$ cat config.mk
export PLATFORM = sky130hd
export DESIGN_NAME = suspect_alarm_blocklist_unit
export DESIGN_NICKNAME = d
export VERILOG_FILES = /design/src/rtl/core/sab_pkg.sv /design/src/rtl/core/sab_key_scan.sv /design/src/rtl/core/suspect_alarm_blocklist_unit.sv
export VERILOG_INCLUDE_DIRS = /design/src /design/src/rtl/core
export SDC_FILE = /design/constraint.sdc
export NUM_CORES = 2
export LEC_CHECK = 0
export ABC_AREA = 1
export BUFFER_PORTS_ARGS = -buffer_cell sky130_fd_sc_hd__buf_2
export CAP_MARGIN = 10
export CORE_MARGIN = 2
export CORE_UTILIZATION = 41
export DETAILED_ROUTE_END_ITERATION = 16
export SLEW_MARGIN = 20
export SYNTH_ARGS = -nofsm -noshare
export SYNTH_HDL_FRONTEND = slang
export SYNTH_SLANG_ARGS = --single-unit
$ cat constraint.sdc
create_clock -name i_clk -period 5.85 [get_ports i_clk]
set_input_delay 0.585 -clock i_clk [delete_from_list [all_inputs] [get_ports i_clk]]
set_output_delay 0.585 -clock i_clk [all_outputs]
set_load 0.02 [all_outputs]
$ cat src/rtl/core/suspect_alarm_blocklist_unit_macros.svh
// ----------------------------------------------------------------------------
// suspect alarm blocklist assertion macros
// shared property wrappers, clocked on i_clk, quiet while i_rst_n is low
// ----------------------------------------------------------------------------
`ifndef SUSPECT_ALARM_BLOCKLIST_UNIT_MACROS_SVH
`define SUSPECT_ALARM_BLOCKLIST_UNIT_MACROS_SVH

// same-cycle implication
`define SAB_ASSERT_NOW(lbl, ante, cons, msg) \
    lbl: assert property (@(posedge i_clk) disable iff (!i_rst_n) \
        (ante) |-> (cons)) else $error(msg);

// next-cycle implication
`define SAB_ASSERT_NEXT(lbl, ante, cons, msg) \
    lbl: assert property (@(posedge i_clk) disable iff (!i_rst_n) \
        (ante) |=> (cons)) else $error(msg);

`endif

$ cat src/rtl/core/sab_pkg.sv
// ----------------------------------------------------------------------------
// sab_pkg
// types and fixed widths shared by the suspect alarm blocklist unit
// ----------------------------------------------------------------------------
package sab_pkg;

    localparam int IN_ADDR_W = 16;
    localparam int NBR_W     = 8;
    localparam int ALARM_W   = 8;

    localparam logic [ALARM_W-1:0] ALARM_MAX = 8'hFF;
    localparam logic [ALARM_W-1:0] ALARM_ONE = 8'h01;

    // sequencer states
    typedef enum logic [2:0] {
        ST_IDLE,
        ST_SUS_START,
        ST_SUS_WAIT,
        ST_ALARM_UPD,
        ST_CLASSIFY,
        ST_BLK_WAIT,
        ST_OUT
    } t_state;

    // commands into a key table
    typedef struct packed {
        logic start;
        logic append;
    } t_scan_cmd;

    // status out of a key table
    typedef struct packed {
        logic done;
        logic hit;
        logic full;
    } t_scan_sts;

endpackage

$ cat src/rtl/core/sab_key_scan.sv
// ----------------------------------------------------------------------------
// sab_key_scan
// append-only key memory with a fill count and a pipelined linear search
// ----------------------------------------------------------------------------
module sab_key_scan #(
    parameter int DEPTH = 64,
    parameter int KEY_W = 16
) (
    input  logic                       i_clk,
    input  logic                       i_rst_n,
    input  sab_pkg::t_scan_cmd         i_cmd,
    input  logic [KEY_W-1:0]           i_key,
    output sab_pkg::t_scan_sts         o_sts,
    output logic [$clog2(DEPTH)-1:0]   o_slot
);
    import sab_pkg::*;

    localparam int IDX_W = $clog2(DEPTH);
    localparam int CNT_W = $clog2(DEPTH + 1);

    logic [KEY_W-1:0] r_mem [DEPTH];
    logic [CNT_W-1:0] r_fill;
    logic             r_busy;
    logic [CNT_W-1:0] r_rd_idx;
    logic             r_chk_vld;
    logic [IDX_W-1:0] r_chk_idx;
    logic [KEY_W-1:0] r_rd_key;

    logic w_full;
    logic w_rd_go;
    logic w_hit;
    logic w_miss;

    assign w_full  = (r_fill == CNT_W'(DEPTH));
    assign w_rd_go = r_busy && (r_rd_idx < r_fill);
    assign w_hit   = r_busy && r_chk_vld && (r_rd_key == i_key);
    assign w_miss  = r_busy && !r_chk_vld && !w_rd_go;

    assign o_sts.done = w_hit || w_miss;
    assign o_sts.hit  = w_hit;
    assign o_sts.full = w_full;
    // hit slot, or the next free slot on a miss
    assign o_slot     = w_hit ? r_chk_idx : r_fill[IDX_W-1:0];

    // memory port and read pipeline payload
    always_ff @(posedge i_clk) begin
        if (i_cmd.append && !w_full) begin
            r_mem[r_fill[IDX_W-1:0]] <= i_key;
        end
        if (w_rd_go) begin
            r_rd_key  <= r_mem[r_rd_idx[IDX_W-1:0]];
            r_chk_idx <= r_rd_idx[IDX_W-1:0];
        end
    end

    always_ff @(posedge i_clk) begin
        if (!i_rst_n) begin
            r_fill    <= '0;
            r_busy    <= 1'b0;
            r_rd_idx  <= '0;
            r_chk_vld <= 1'b0;
        end else begin
            if (i_cmd.start) begin
                r_busy    <= 1'b1;
                r_rd_idx  <= '0;
                r_chk_vld <= 1'b0;
            end else if (o_sts.done) begin
                r_busy    <= 1'b0;
                r_chk_vld <= 1'b0;
            end else if (r_busy) begin
                r_chk_vld <= w_rd_go;
                if (w_rd_go) begin
                    r_rd_idx <= r_rd_idx + CNT_W'(1);
                end
            end
            if (i_cmd.append && !w_full) begin
                r_fill <= r_fill + CNT_W'(1);
            end
        end
    end

endmodule

$ cat src/rtl/core/suspect_alarm_blocklist_unit.sv
// ----------------------------------------------------------------------------
// suspect_alarm_blocklist_unit
// alarm counting per suspect node and blocklisting of classified attackers
// ----------------------------------------------------------------------------
// Each input beat reports one alarm against a suspect address, with that
// node's neighbour count, and yields exactly one output beat. The suspect
// table is searched one entry per cycle through its memory read port, and
// the blocklist is searched the same way when an item is classified as
// attacker. The result of an item waits in its state for the output
// register, and holds the sequencer there while the output beat is
// stalled. Only one item is in work at a time; a finished result sits in the
// output register while the next beat is taken. Both tables start empty after
// reset, with no clearing pass. Only the low ADDR_BITS bits of the address are
// compared. A node counts as attacker when neighbours are nonzero and twice
// its alarm count reaches the neighbour count; alarm counts saturate at 255.
// ----------------------------------------------------------------------------
`include "suspect_alarm_blocklist_unit_macros.svh"

module suspect_alarm_blocklist_unit #(
    parameter int SUSPECT_DEPTH = 64,
    parameter int BLOCK_DEPTH   = 32,
    parameter int ADDR_BITS     = 16
) (
    input  logic                          i_clk,
    input  logic                          i_rst_n,
    // input channel
    input  logic                          i_valid,
    output logic                          o_stall,
    input  logic [sab_pkg::IN_ADDR_W-1:0] i_suspect_address,
    input  logic [sab_pkg::NBR_W-1:0]     i_neighbor_count,
    // output channel
    output logic                          o_valid,
    input  logic                          i_stall,
    output logic [sab_pkg::ALARM_W-1:0]   o_alarm_count,
    output logic                          o_is_new_suspect,
    output logic                          o_suspect_table_full,
    output logic                          o_classified_attacker,
    output logic                          o_newly_blocked,
    output logic                          o_was_blocked,
    output logic                          o_blocklist_full
);
    import sab_pkg::*;

    // compared address width, never more than the port carries
    localparam int KEY_W     = (ADDR_BITS < IN_ADDR_W) ? ADDR_BITS : IN_ADDR_W;
    localparam int SUS_IDX_W = $clog2(SUSPECT_DEPTH);

    // sequencer
    t_state r_state, n_state;

    // item in work
    logic [KEY_W-1:0]     r_key;
    logic [NBR_W-1:0]     r_nbr;
    logic [SUS_IDX_W-1:0] r_slot;
    logic [ALARM_W-1:0]   r_alarms;
    logic                 r_is_new;
    logic                 r_sus_full;
    logic                 r_attacker;
    logic                 r_new_blk;
    logic                 r_was_blk;
    logic                 r_blk_full;

    // output register
    logic                 r_out_vld;
    logic [ALARM_W-1:0]   r_o_alarms;
    logic                 r_o_is_new;
    logic                 r_o_sus_full;
    logic                 r_o_attacker;
    logic                 r_o_new_blk;
    logic                 r_o_was_blk;
    logic                 r_o_blk_full;

    // alarm count memory, indexed like the suspect key table
    logic [ALARM_W-1:0]   r_alarm_mem [SUSPECT_DEPTH];
    logic [ALARM_W-1:0]   r_alarm_q;
    logic                 w_alm_we;
    logic [SUS_IDX_W-1:0] w_alm_waddr;
    logic [ALARM_W-1:0]   w_alm_wdata;
    logic [ALARM_W-1:0]   w_alarm_inc;

    // key tables
    t_scan_cmd            w_sus_cmd, w_blk_cmd;
    t_scan_sts            w_sus_sts, w_blk_sts;
    logic [SUS_IDX_W-1:0] w_sus_slot;

    logic                 w_in_acc;
    logic                 w_out_load;
    logic                 w_attack;

    assign o_stall    = (r_state != ST_IDLE);
    assign w_in_acc   = i_valid && !o_stall;
    assign w_out_load = (r_state == ST_OUT) && (!r_out_vld || !i_stall);

    // saturating alarm increment
    assign w_alarm_inc = (r_alarm_q == ALARM_MAX) ? ALARM_MAX : r_alarm_q + ALARM_ONE;

    // attacker when 2 * alarms >= neighbours, neighbours nonzero
    assign w_attack = (r_nbr != '0) && ({r_alarms, 1'b0} >= {1'b0, r_nbr});

    sab_key_scan #(
        .DEPTH (SUSPECT_DEPTH),
        .KEY_W (KEY_W)
    ) u_sus_scan (
        .i_clk   (i_clk),
        .i_rst_n (i_rst_n),
        .i_cmd   (w_sus_cmd),
        .i_key   (r_key),
        .o_sts   (w_sus_sts),
        .o_slot  (w_sus_slot)
    );

    // blocklist slot number is of no interest, only hit or miss
    sab_key_scan #(
        .DEPTH (BLOCK_DEPTH),
        .KEY_W (KEY_W)
    ) u_blk_scan (
        .i_clk   (i_clk),
        .i_rst_n (i_rst_n),
        .i_cmd   (w_blk_cmd),
        .i_key   (r_key),
        .o_sts   (w_blk_sts),
        .o_slot  ()
    );

    // alarm memory: read every cycle at the slot the search reports,
    // so the count of a hit entry is registered and ready in the cycle after the hit
    always_ff @(posedge i_clk) begin
        if (w_alm_we) begin
            r_alarm_mem[w_alm_waddr] <= w_alm_wdata;
        end
        r_alarm_q <= r_alarm_mem[w_sus_slot];
    end

    always_ff @(posedge i_clk) begin
        if (!i_rst_n) begin
            r_state <= ST_IDLE;
        end else begin
            r_state <= n_state;
        end
    end

    // next state, table commands and alarm write-back
    always_comb begin
        n_state     = r_state;
        w_sus_cmd   = '0;
        w_blk_cmd   = '0;
        w_alm_we    = 1'b0;
        w_alm_waddr = r_slot;
        w_alm_wdata = w_alarm_inc;
        case (r_state)
            ST_IDLE: begin
                if (w_in_acc) begin
                    n_state = ST_SUS_START;
                end
            end
            ST_SUS_START: begin
                w_sus_cmd.start = 1'b1;
                n_state         = ST_SUS_WAIT;
            end
            ST_SUS_WAIT: begin
                if (w_sus_sts.done) begin
                    if (w_sus_sts.hit) begin
                        n_state = ST_ALARM_UPD;
                    end else begin
                        // new suspect takes the next free slot with one alarm
                        if (!w_sus_sts.full) begin
                            w_sus_cmd.append = 1'b1;
                            w_alm_we         = 1'b1;
                            w_alm_waddr      = w_sus_slot;
                            w_alm_wdata      = ALARM_ONE;
                        end
                        n_state = ST_CLASSIFY;
                    end
                end
            end
            ST_ALARM_UPD: begin
                w_alm_we = 1'b1;
                n_state  = ST_CLASSIFY;
            end
            ST_CLASSIFY: begin
                if (w_attack) begin
                    w_blk_cmd.start = 1'b1;
                    n_state         = ST_BLK_WAIT;
                end else begin
                    n_state = ST_OUT;
                end
            end
            ST_BLK_WAIT: begin
                if (w_blk_sts.done) begin
                    if (!w_blk_sts.hit && !w_blk_sts.full) begin
                        w_blk_cmd.append = 1'b1;
                    end
                    n_state = ST_OUT;
                end
            end
            ST_OUT: begin
                if (w_out_load) begin
                    n_state = ST_IDLE;
                end
            end
            default: begin
                n_state = ST_IDLE;
            end
        endcase
    end

    // item payload and result flags
    always_ff @(posedge i_clk) begin
        if (w_in_acc) begin
            r_key      <= i_suspect_address[KEY_W-1:0];
            r_nbr      <= i_neighbor_count;
            r_alarms   <= '0;
            r_is_new   <= 1'b0;
            r_sus_full <= 1'b0;
            r_attacker <= 1'b0;
            r_new_blk  <= 1'b0;
            r_was_blk  <= 1'b0;
            r_blk_full <= 1'b0;
        end
        if (r_state == ST_SUS_WAIT && w_sus_sts.done) begin
            r_slot <= w_sus_slot;
            if (!w_sus_sts.hit) begin
                if (w_sus_sts.full) begin
                    r_sus_full <= 1'b1;
                end else begin
                    r_alarms <= ALARM_ONE;
                    r_is_new <= 1'b1;
                end
            end
        end
        if (r_state == ST_ALARM_UPD) begin
            r_alarms <= w_alarm_inc;
        end
        if (r_state == ST_CLASSIFY) begin
            r_attacker <= w_attack;
        end
        if (r_state == ST_BLK_WAIT && w_blk_sts.done) begin
            r_was_blk  <= w_blk_sts.hit;
            r_new_blk  <= !w_blk_sts.hit && !w_blk_sts.full;
            r_blk_full <= !w_blk_sts.hit && w_blk_sts.full;
        end
        if (w_out_load) begin
            r_o_alarms   <= r_alarms;
            r_o_is_new   <= r_is_new;
            r_o_sus_full <= r_sus_full;
            r_o_attacker <= r_attacker;
            r_o_new_blk  <= r_new_blk;
            r_o_was_blk  <= r_was_blk;
            r_o_blk_full <= r_blk_full;
        end
    end

    // output beat register
    always_ff @(posedge i_clk) begin
        if (!i_rst_n) begin
            r_out_vld <= 1'b0;
        end else if (w_out_load) begin
            r_out_vld <= 1'b1;
        end else if (r_out_vld && !i_stall) begin
            r_out_vld <= 1'b0;
        end
    end

    assign o_valid               = r_out_vld;
    assign o_alarm_count         = r_o_alarms;
    assign o_is_new_suspect      = r_o_is_new;
    assign o_suspect_table_full  = r_o_sus_full;
    assign o_classified_attacker = r_o_attacker;
    assign o_newly_blocked       = r_o_new_blk;
    assign o_was_blocked         = r_o_was_blk;
    assign o_blocklist_full      = r_o_blk_full;

    // blocklist outcome is exclusive and only for attackers
    `SAB_ASSERT_NOW(a_blk_onehot, o_valid,
        $onehot0({o_newly_blocked, o_was_blocked, o_blocklist_full}),
        "blocklist outcome flags not exclusive")
    `SAB_ASSERT_NOW(a_blk_needs_attacker,
        o_valid && (o_newly_blocked || o_was_blocked || o_blocklist_full),
        o_classified_attacker, "blocklist outcome without attacker")
    // a rejected suspect has no alarms and cannot be an attacker
    `SAB_ASSERT_NOW(a_sus_full_quiet, o_valid && o_suspect_table_full,
        (o_alarm_count == '0) && !o_is_new_suspect && !o_classified_attacker,
        "full suspect table with alarms or attacker")
    // starting the suspect search is always followed by the suspect wait state
    `SAB_ASSERT_NEXT(a_sus_start_busy, r_state == ST_SUS_START,
        r_state == ST_SUS_WAIT, "suspect search not entered")

endmodule
==> impl_metrics.yaml <==
routing:
  drcViolationCount: 0
  drtIter0Drc: 6757
  first_pass_iters: 8
  wl_mm: 246
  ant_nets: 0
  vias: 57600
  wl_per_cell_um: 24.0
  via_per_inst: 5.62
setup_path:
  worst-setup-path-type: "register to register"
  critPathLaunchType: "register"
  worstSetupEndpointType: "register"
  crit_fanout: 65
  cp.arrival_ns: 5.60
  worst_ep_required_time_ns: 6.64
cts:
  cts_htree_levels: 4
  ctsHoldBuffers: 24
  numClockSinks: 2186
  clk_pin_slew_worst_paths_ns: 0.06
  insertion_delay_ns: 0.89
  cts_root_buf: "clkbuf_16"
  post_cts_resized: 0
  clk_path_buf_depth: 3
  cts_tree: "yes"
  postCtsSetupBuffers: 0
  numCtsBuffers: 215
layout:
  multi_input_area_um2: 19600
  area_growth_pct: 12.2
  stdcell_count: 10200
  layout-drive-gt1-share_pct: 8.21
  ff_latch_area_um2: 65100
  n_fill_cell: 19000
  fin_nets: 7284
synthesis:
  ys_seq_area_share_pct: 73.7
  synth_edf_count: 2134
  ys_warn_count: 0
  syn_avg_cell_area_um2: 12.3
  ys_seq_elements: 2186
  ys.flop_type: "edfxtp_1"
  syn_inst: 7168
  netlist_area_um2: 88400
  synth_cell_type_count: 51
  synthArstFlopShare_pct: 0
  syn_nets: 7223
sta:
  rsz0062_at_grt: "false"
  worst_pin_slew_ns: 1.13
  whs_ns: 0.135
  maxSlewViolCount: 0
  setup_tns_ns: 0
  period_share_pct: 82.2
  period_minus_slack_ns: 4.81
  setup_violations: 0
  relSlewSlack_pct: 24.1
  hold_violations: 0
  max_freq_mhz: 208
  skew_ns: 0.0876
floorplan:
  fp.dieW_um: 468
  die-height_um: 468
  initial_core_util_pct: 41.2
  die_area_um2: 219000
  rows: 170
  core_um2: 214000
  ios: 44
place:
  place_inst: 9826
  gp_congestion: 0.930
  dpl.hpwl_mm: 143
  numPortBuffers: 43
power:
  powerDensity_nw_per_um2: 338
  ir_drop_mv: 0.281
  power_mw: 33.5
  p_leak_nw: 34.0
grt:
  grt.total_usage_pct: 21.9
  overflow: 0
  antenna_found_initial: 8
  grt_pass1_vias: 54200
  grt_pass1_wl_mm: 360
  grt_max_degree: 155
outcome:
  status: "completed"
min_path:
  holdCritPathClass: "primary input to register"
run:
  maxCapViolCount: 0
[power by group]
part	switching, mW	internal [mW]	total [mW]
clock	5.95	7.08	13.0
combinational	1.97	0.406	2.38
sequential	0.143	18.0	18.1
[final timing paths]
check	start	to	slack [ns]	cells past startpoint
worst max-delay path	r_key[7]$_DFFE_PP_	r_alarm_q[1]$_DFF_P_	1.04	15
worst min-delay path	i_suspect_address[9]	r_key[9]$_DFFE_PP_	0.13	1
worst max register to register	r_key[7]$_DFFE_PP_	r_alarm_q[1]$_DFF_P_	1.04	15
worst min register to register	r_is_new$_DFF_P_	o_is_new_suspect$_DFFE_PP_	0.44	0
[cell usage in the layout, fill, tap and decap left out, types with 54 or more instances in the layout]
master and count:
a21oi_1 54, buf_4 204, clkbuf_1 58, clkbuf_16 216, clkinv_1 60, edfxtp_1 2134
inv_1 482, nand2_1 872, nand3_1 594, nand3b_1 74, nand4_1 58, nor2_1 989
o21ai_0 811, o221ai_1 147, o22ai_1 245
[stage by stage]
| stage | util [%] | area, um^2 | worst slack (ns) |
|---|---|---|---|
| final | 46.2 | 99100 | 1.04 |
| after global routing | 46.2 | 99100 | 0.725 |
| after CTS | 46.2 | 99100 | 1.24 |
| after detailed placement | 43.0 | 92200 | 1.31 |
| after global placement | 43.0 | 92200 | 1.34 |
| after floorplan | - | 88400 | 1.63 |
[layer usage]
| metal | wire length [um] | GRT usage (%) |
|---|---|---|
| met1 | 103000 | 30.8 |
| met4 | 11300 | 9.70 |
| met3 | 19000 | 3.28 |
| met5 | 13 | 0 |
| met2 | 112000 | 33.8 |
[sequential cells by signal (all words and copies together), names as in the netlist, 3 cells and up]
signal,count
r_nbr,8
r_alarm_q,8
r_alarm_mem,512
u_sus_scan.r_rd_key,16
u_blk_scan.r_fill,6
u_blk_scan.r_rd_key,16
r_slot,6
u_blk_scan.r_mem,512
u_sus_scan.r_mem,1024
u_sus_scan.r_rd_idx,7
o_alarm_count,8
r_alarms,8
u_sus_scan.r_fill,7
u_sus_scan.r_chk_idx,6
r_state,3
u_blk_scan.r_rd_idx,6
r_key,16
[area by class of cell]
class	count	share of cell area (%)
sequential	2186	65.7
antenna	1	0.00253
multi-input combinational	4032	19.8
inverter	512	1.96
tap	2838	3.58
clock inverter	120	0.970
clock buffer	277	5.72
timing repair buffer	282	2.23
[cells by family after synthesis]
| kind of cell | share of synthesized area, % |
|---|---|
| AOI/OAI and AO/OA | 8.96 |
| xor gates and xnor gates | 0.129 |
| adders and majority gates | 0.382 |
| buffers and inverters | 4.18 |
| DFF | 73.7 |
| and+or+nand+nor | 12.6 |
[synth_stat cells (52+ instances only)]
cell type	instances	area, um^2
nor2_1	992	3720
o221ai_1	147	1290
dfxtp_1	52	1040
buf_2	65	325
edfxtp_1	2134	64100
o21ai_0	811	4060
a21oi_1	55	275
nand3_1	595	2980
nand2_1	875	3280
o22ai_1	245	1530
inv_1	496	1860
nand3b_1	74	556
clkbuf_1	345	1290
nand4_1	58	363
[critical path, stage by stage, from the launching register on]
cell      delay, ns
edfxtp_1       0.35
buf_4          0.36
inv_1          0.16
nand2_1        0.11
nand4_1        0.11
nor2_1         0.23
nand3_1        0.29
buf_4          0.28
o21ai_4        0.18
buf_4          0.62
clkinv_2       0.95
nand3_1        0.35
nand3_1        0.15
nand3_1        0.22
nand3_1        0.13
nand2_1        0.07
(Power assumes the default switching activity.)
